`config.mk`:
```
export PLATFORM = sky130hd
export DESIGN_NAME = blm_rsp_fifo
export DESIGN_NICKNAME = d
export VERILOG_FILES = /design/src/blm_pkg.sv /design/src/blm_rsp_fifo.sv
export VERILOG_INCLUDE_DIRS = /design/src /design/src/src
export SDC_FILE = /design/constraint.sdc
export NUM_CORES = 1
export LEC_CHECK = 0
export ABC_AREA = 1
export BUFFER_PORTS_ARGS = -buffer_cell sky130_fd_sc_hd__buf_2
export CAP_MARGIN = 30
export CORE_UTILIZATION = 45
export CTS_BUF_LIST = sky130_fd_sc_hd__clkbuf_8
export DETAILED_ROUTE_END_ITERATION = 10
export GPL_ROUTABILITY_DRIVEN = 0
export PLACE_DENSITY_LB_ADDON = 0.12
export SETUP_SLACK_MARGIN = 0.5
export SLEW_MARGIN = 0
export SYNTH_ARGS = -nofsm -noshare
export SYNTH_HDL_FRONTEND = slang
export SYNTH_SLANG_ARGS = --single-unit
```
`constraint.sdc`:
```
create_clock -name clock -period 6.8 [get_ports clock]
set_clock_uncertainty 0.15 [all_clocks]
set_input_delay 0 -clock clock [delete_from_list [all_inputs] [get_ports clock]]
set_output_delay 0 -clock clock [all_outputs]
set_load 0.05 [all_outputs]
```
`src/assert_macros.svh`:
```
// ----------------------------------------------------------------------------
// Assertion macros
// Shared concurrent assertion forms for the line blender. Defining
// ASSERT_OFF turns every check into an empty statement.
// ----------------------------------------------------------------------------
`ifndef ASSERT_MACROS_SVH
`define ASSERT_MACROS_SVH

`ifndef ASSERT_OFF

`define BLM_ASSERT_IMP(label, clk, rst, ante, cons) \
   label: assert property (@(posedge clk) disable iff (rst) (ante) |-> (cons)) \
      else $error("assertion failed");

`define BLM_ASSERT_NXT(label, clk, rst, ante, cons) \
   label: assert property (@(posedge clk) disable iff (rst) (ante) |=> (cons)) \
      else $error("assertion failed");

`else

`define BLM_ASSERT_IMP(label, clk, rst, ante, cons)

`define BLM_ASSERT_NXT(label, clk, rst, ante, cons)

`endif

`endif

```
`src/blm_pkg.sv`:
```
// ----------------------------------------------------------------------------
// Line blender package
// Shared types, constants and per-channel blend functions.
// ----------------------------------------------------------------------------
package blm_pkg;

   localparam int MAX_WIDTH_DEF  = 2048;
   localparam int MAX_HEIGHT_DEF = 2048;

   localparam int PIX_W   = 32;
   localparam int RGB_W   = 24;
   localparam int POS_W   = 11;
   localparam int SIZE_W  = 12;
   localparam int CSR_A_W = 4;

   localparam logic [SIZE_W-1:0] WIDTH_RST  = 12'd640;
   localparam logic [SIZE_W-1:0] HEIGHT_RST = 12'd480;

   localparam logic [CSR_A_W-1:0] CSR_EVEN_MODE = 4'd0;
   localparam logic [CSR_A_W-1:0] CSR_ODD_MODE  = 4'd1;
   localparam logic [CSR_A_W-1:0] CSR_WIDTH     = 4'd2;
   localparam logic [CSR_A_W-1:0] CSR_HEIGHT    = 4'd3;

   localparam int RSP_DEPTH = 4;

   typedef enum logic [1:0] {
      MODE_COPY,
      MODE_SMOOTH,
      MODE_UP,
      MODE_DOWN
   } blm_mode_type;

   typedef struct packed {
      logic [PIX_W-1:0] pixel;
      logic [POS_W-1:0] row;
      logic [POS_W-1:0] col;
      logic             last;
      logic             done;
   } blm_rsp_type;

   // Three-row smoothing of one 8-bit channel; the low-bit carry of the
   // upper two rows is part of the rounding.
   function automatic logic [7:0] smooth_chan(logic [7:0] a, logic [7:0] b,
                                              logic [7:0] c);
      logic [8:0] sum;
      logic [8:0] res;
      sum = {2'b00, a[7:1]} + {2'b00, c[7:1]} + {8'b0, a[0] & b[0]};
      res = {1'b0, sum[8:1]} + {2'b00, b[7:1]};
      return res[7:0];
   endfunction

   function automatic logic [RGB_W-1:0] smooth3(logic [RGB_W-1:0] a,
                                                logic [RGB_W-1:0] b,
                                                logic [RGB_W-1:0] c);
      logic [RGB_W-1:0] res;
      for (int i = 0; i < 3; i++) begin
         res[i*8 +: 8] = smooth_chan(a[i*8 +: 8], b[i*8 +: 8], c[i*8 +: 8]);
      end
      return res;
   endfunction

   // floor((p + 3*q) / 4) on each channel.
   function automatic logic [RGB_W-1:0] quarter(logic [RGB_W-1:0] p,
                                                logic [RGB_W-1:0] q);
      logic [RGB_W-1:0] res;
      logic [9:0]       sum;
      for (int i = 0; i < 3; i++) begin
         sum = {2'b00, p[i*8 +: 8]} + {2'b00, q[i*8 +: 8]}
             + {1'b0, q[i*8 +: 8], 1'b0};
         res[i*8 +: 8] = sum[9:2];
      end
      return res;
   endfunction

endpackage

```
`src/blm_rsp_fifo.sv`:
```
// ----------------------------------------------------------------------------
// Result queue
// Small queue taking up to two result beats a cycle and handing out one while out_stall is low.
// Room is judged on the registered fill level only.
// ----------------------------------------------------------------------------
`include "assert_macros.svh"

module blm_rsp_fifo (
   input  logic                clock,
   input  logic                reset,
   input  logic                push0,
   input  logic                push1,
   input  blm_pkg::blm_rsp_type push0_data,
   input  blm_pkg::blm_rsp_type push1_data,
   output logic                room,
   output logic                out_valid,
   input  logic                out_stall,
   output blm_pkg::blm_rsp_type out_data
);

   import blm_pkg::*;

   localparam int PW   = $clog2(RSP_DEPTH);
   localparam int CNTW = $clog2(RSP_DEPTH + 1);

   blm_rsp_type     mem_ff [RSP_DEPTH];
   logic [PW-1:0]   wr_ptr_ff, wr_ptr_in;
   logic [PW-1:0]   rd_ptr_ff, rd_ptr_in;
   logic [CNTW-1:0] count_ff, count_in;
   logic [1:0]      push_n;
   logic            pop;

   assign push_n    = {1'b0, push0} + {1'b0, push1};
   assign out_valid = (count_ff != '0);
   assign pop       = out_valid && !out_stall;
   assign room      = (count_ff <= CNTW'(RSP_DEPTH - 2));
   assign out_data  = mem_ff[rd_ptr_ff];

   always_comb begin
      wr_ptr_in = wr_ptr_ff + PW'(push_n);
      rd_ptr_in = rd_ptr_ff + PW'(pop);
      count_in  = count_ff + CNTW'(push_n) - CNTW'(pop);
   end

   always_ff @(posedge clock) begin
      if (reset) begin
         wr_ptr_ff <= '0;
         rd_ptr_ff <= '0;
         count_ff  <= '0;
      end else begin
         wr_ptr_ff <= wr_ptr_in;
         rd_ptr_ff <= rd_ptr_in;
         count_ff  <= count_in;
      end
   end

   always_ff @(posedge clock) begin
      if (push0) begin
         mem_ff[wr_ptr_ff] <= push0_data;
      end
      if (push1) begin
         mem_ff[PW'(wr_ptr_ff + PW'(1))] <= push1_data;
      end
   end

   `BLM_ASSERT_IMP(a_count_bound, clock, reset, 1'b1, count_ff <= CNTW'(RSP_DEPTH))
   `BLM_ASSERT_IMP(a_push_order, clock, reset, push1, push0)
   `BLM_ASSERT_IMP(a_push_room, clock, reset, push0, count_ff <= CNTW'(RSP_DEPTH - 2))

endmodule

```
==> out/results.ini <==
[yosys]
muxShareOfSynthArea_pct=0
synth_fa_ha_area_share_pct=0.8179
synth-edff-count=224
ys_seq_area_share_pct=59.06
avgSynthCellArea_sq_um=9.176
ys_seq_elements=231
synth_cell_type_count=20
synth_cells=1267
yosys.area_share.simple_pct=11.83
synth_xor_area_share_pct=0.07533
syn-cell-area_sq_um=11630
synth_top_area_share_pct=57.86
syn_nets=1391
yosys_warnings=0
synth_area_leader_cell=edfxtp_1
synth_top_family_by_area=compound AO/OA/AOI/OAI gates
synth_area_leaders=edfxtp_1 (58%), nand2_1 (11%), o21ai_0 (8.0%)
ys.flop_type=edfxtp_1
synth_compound_area_share_pct=18.51
synthArstFlopShare_pct=0

[global_routing]
grt.overflow.total=0
grt_usage_pct=22.52
first_global_vias=9291
grt_pass1_wl_um=46890
antenna_found_initial=1
grt_max_degree=93

[routing]
drt_drc_violations_left=0
wl_um=29300
drt_iter0_markers=625
wl_per_cell_um=15.00
vias=9786
drtAntennaViolNets=0
drt-pass1-iter-count=5
routed_via_density=5.011

[clock_network]
cts_setup_buffers=0
cts_max_path_buffers=3
post_cts_resized=0
cts.htree.levels=2
holdBufCountCts=176
clk_pin_slew_ps=60
clkLatencyLatePin_ps=530
cts_sinks=231
cts_tree=done
cts_root_buf=clkbuf_8
cts-buffers-inserted=41

[pwr]
ir_worst_vdd_v=0.0002253
power_density_nw_per_um2=325.7
leakage_nw=6.699

[sta]
setup_ws_ps=3304
setup_violations=0
finalHoldViolCount=0
maxSlewHeadroom_pct=33.47
tightest_slew_ps=998.0
timing.fmax_mhz=286.0
period_share_pct=51.42
slew_violations=0
setup-tns-final_ps=0
fin_crit_ps=3496
rsz0062_at_grt=false

[worst_hold_path]
hold_path.class=primary input to register

[worst_setup_path]
slowest_stage=buf_4
crit_required_ps=6650
critPathKind=register to output pin
crit_fanout=92
crit_chain=buf_4 > buf_4 > o21ai_0 > nand2_1 > buf_2
cp-end-kind=output pin
crit_path_max_incr_delay_ps=750
cp.arrival_ps=3350
cp_common_cell=buf_4
startpoint_type=register

[finish]
num-fill-cells=2184
drive_above_1_share_pct=15.30
final_common_cell=nand2_1
area_delta_synth_final_pct=30.89
mostFrequentLayoutCells=nand2_1 (344), edfxtp_1 (224), inv_1 (205)
utilization_pct=60.26
layout.nets=1715

[floorplanning]
die_h_um=162.7
fp.dieArea_sq_um=26480
num_rows=58
start_util_pct=46.04
boundaryPins=175
die_w_um=162.7
fp.coreArea_sq_um=25250

[placement]
place_ws_ps=3817
port_buffers=174
hpwl_um=16350

[outcome]
status=completed

[job]
maxCapViolations=0

[cell usage after synthesis (6+ instances only)]
cell type,count
a21oi_1,60
buf_2,38
buf_4,18
clkbuf_1,30
dfxtp_1,7
edfxtp_1,224
ha_1,6
inv_1,182
nand2_1,344
nor2_1,7
o211ai_1,56
o21ai_0,185
o21ai_1,95
[final timing paths]
path / startpoint / to / slack (ps) / depth (start not counted)
worst max-delay path: rd_ptr_ff[0] / out_data[5] / 3300 / 5
worst min-delay path: reset / wr_ptr_ff[0] / 120 / 3
worst max register to register: wr_ptr_ff[0] / mem_ff[1][18] / 3620 / 5
worst min register to register: count_ff[2] / count_ff[2] / 490 / 3
[where the power goes]
group	switching, mW	internal [mW]
clock	0.551	0.591
combinational	1.43	0.511
sequential	0.0892	1.79
[through the flow]
stage	cell area (sq um)	hold WS, ps	cells	total power [mW]
final	15220	123.2	1953	4.957
after detailed placement	12680	114.3	1700	3.738
after CTS	15160	63.03	1949	4.999
after global placement	12680	112.8	1700	3.713
after floorplan	11630	-83.31	1267	3.310
after global routing	15210	115.8	1952	5.238
[critical path: cells and delay by family (launching register included)]
family	cells	cell delay [ps]
AOI/OAI and AO/OA	1	210
buffers and inverters	3	1760
and+or+nand+nor	1	130
DFF	1	640
[routing by layer]
| metal | routed length, um | global-route usage [%] |
|---|---|---|
| met5 | 0 | 0 |
| met4 | 503 | 6.924 |
| met3 | 1828 | 4.609 |
| met2 | 13910 | 37.50 |
| met1 | 13060 | 29.49 |
[flip-flops by register name (all words and copies together) (netlist names)]
| signal | count |
|---|---|
| rd_ptr_ff | 2 |
| count_ff | 3 |
| wr_ptr_ff | 2 |
| mem_ff | 224 |
[layout make-up]
type | instances | area [sq um] | share of cell area (%)
inverters | 184 | 690.7 | 4.539
multi-input cells | 766 | 3716 | 24.42
flip-flops and latches | 231 | 6874 | 45.17
repair buffers | 367 | 2800 | 18.40
clock inverters | 29 | 112.6 | 0.7400
clock buffers | 44 | 605.6 | 3.980
well taps | 330 | 412.9 | 2.713
diodes | 2 | 5.005 | 0.03289
[kinds of logic (layout without fill, tap and decap cells)]
kind of cell	after synthesis	in the layout
fa+ha+maj	7	7
compound gates	400	400
flops	231	231
xor+xnor	1	1
buf+inv	270	624
simple gates	358	358
other cells	0	2
No activity file was read; power rests on OpenSTA's default activity.
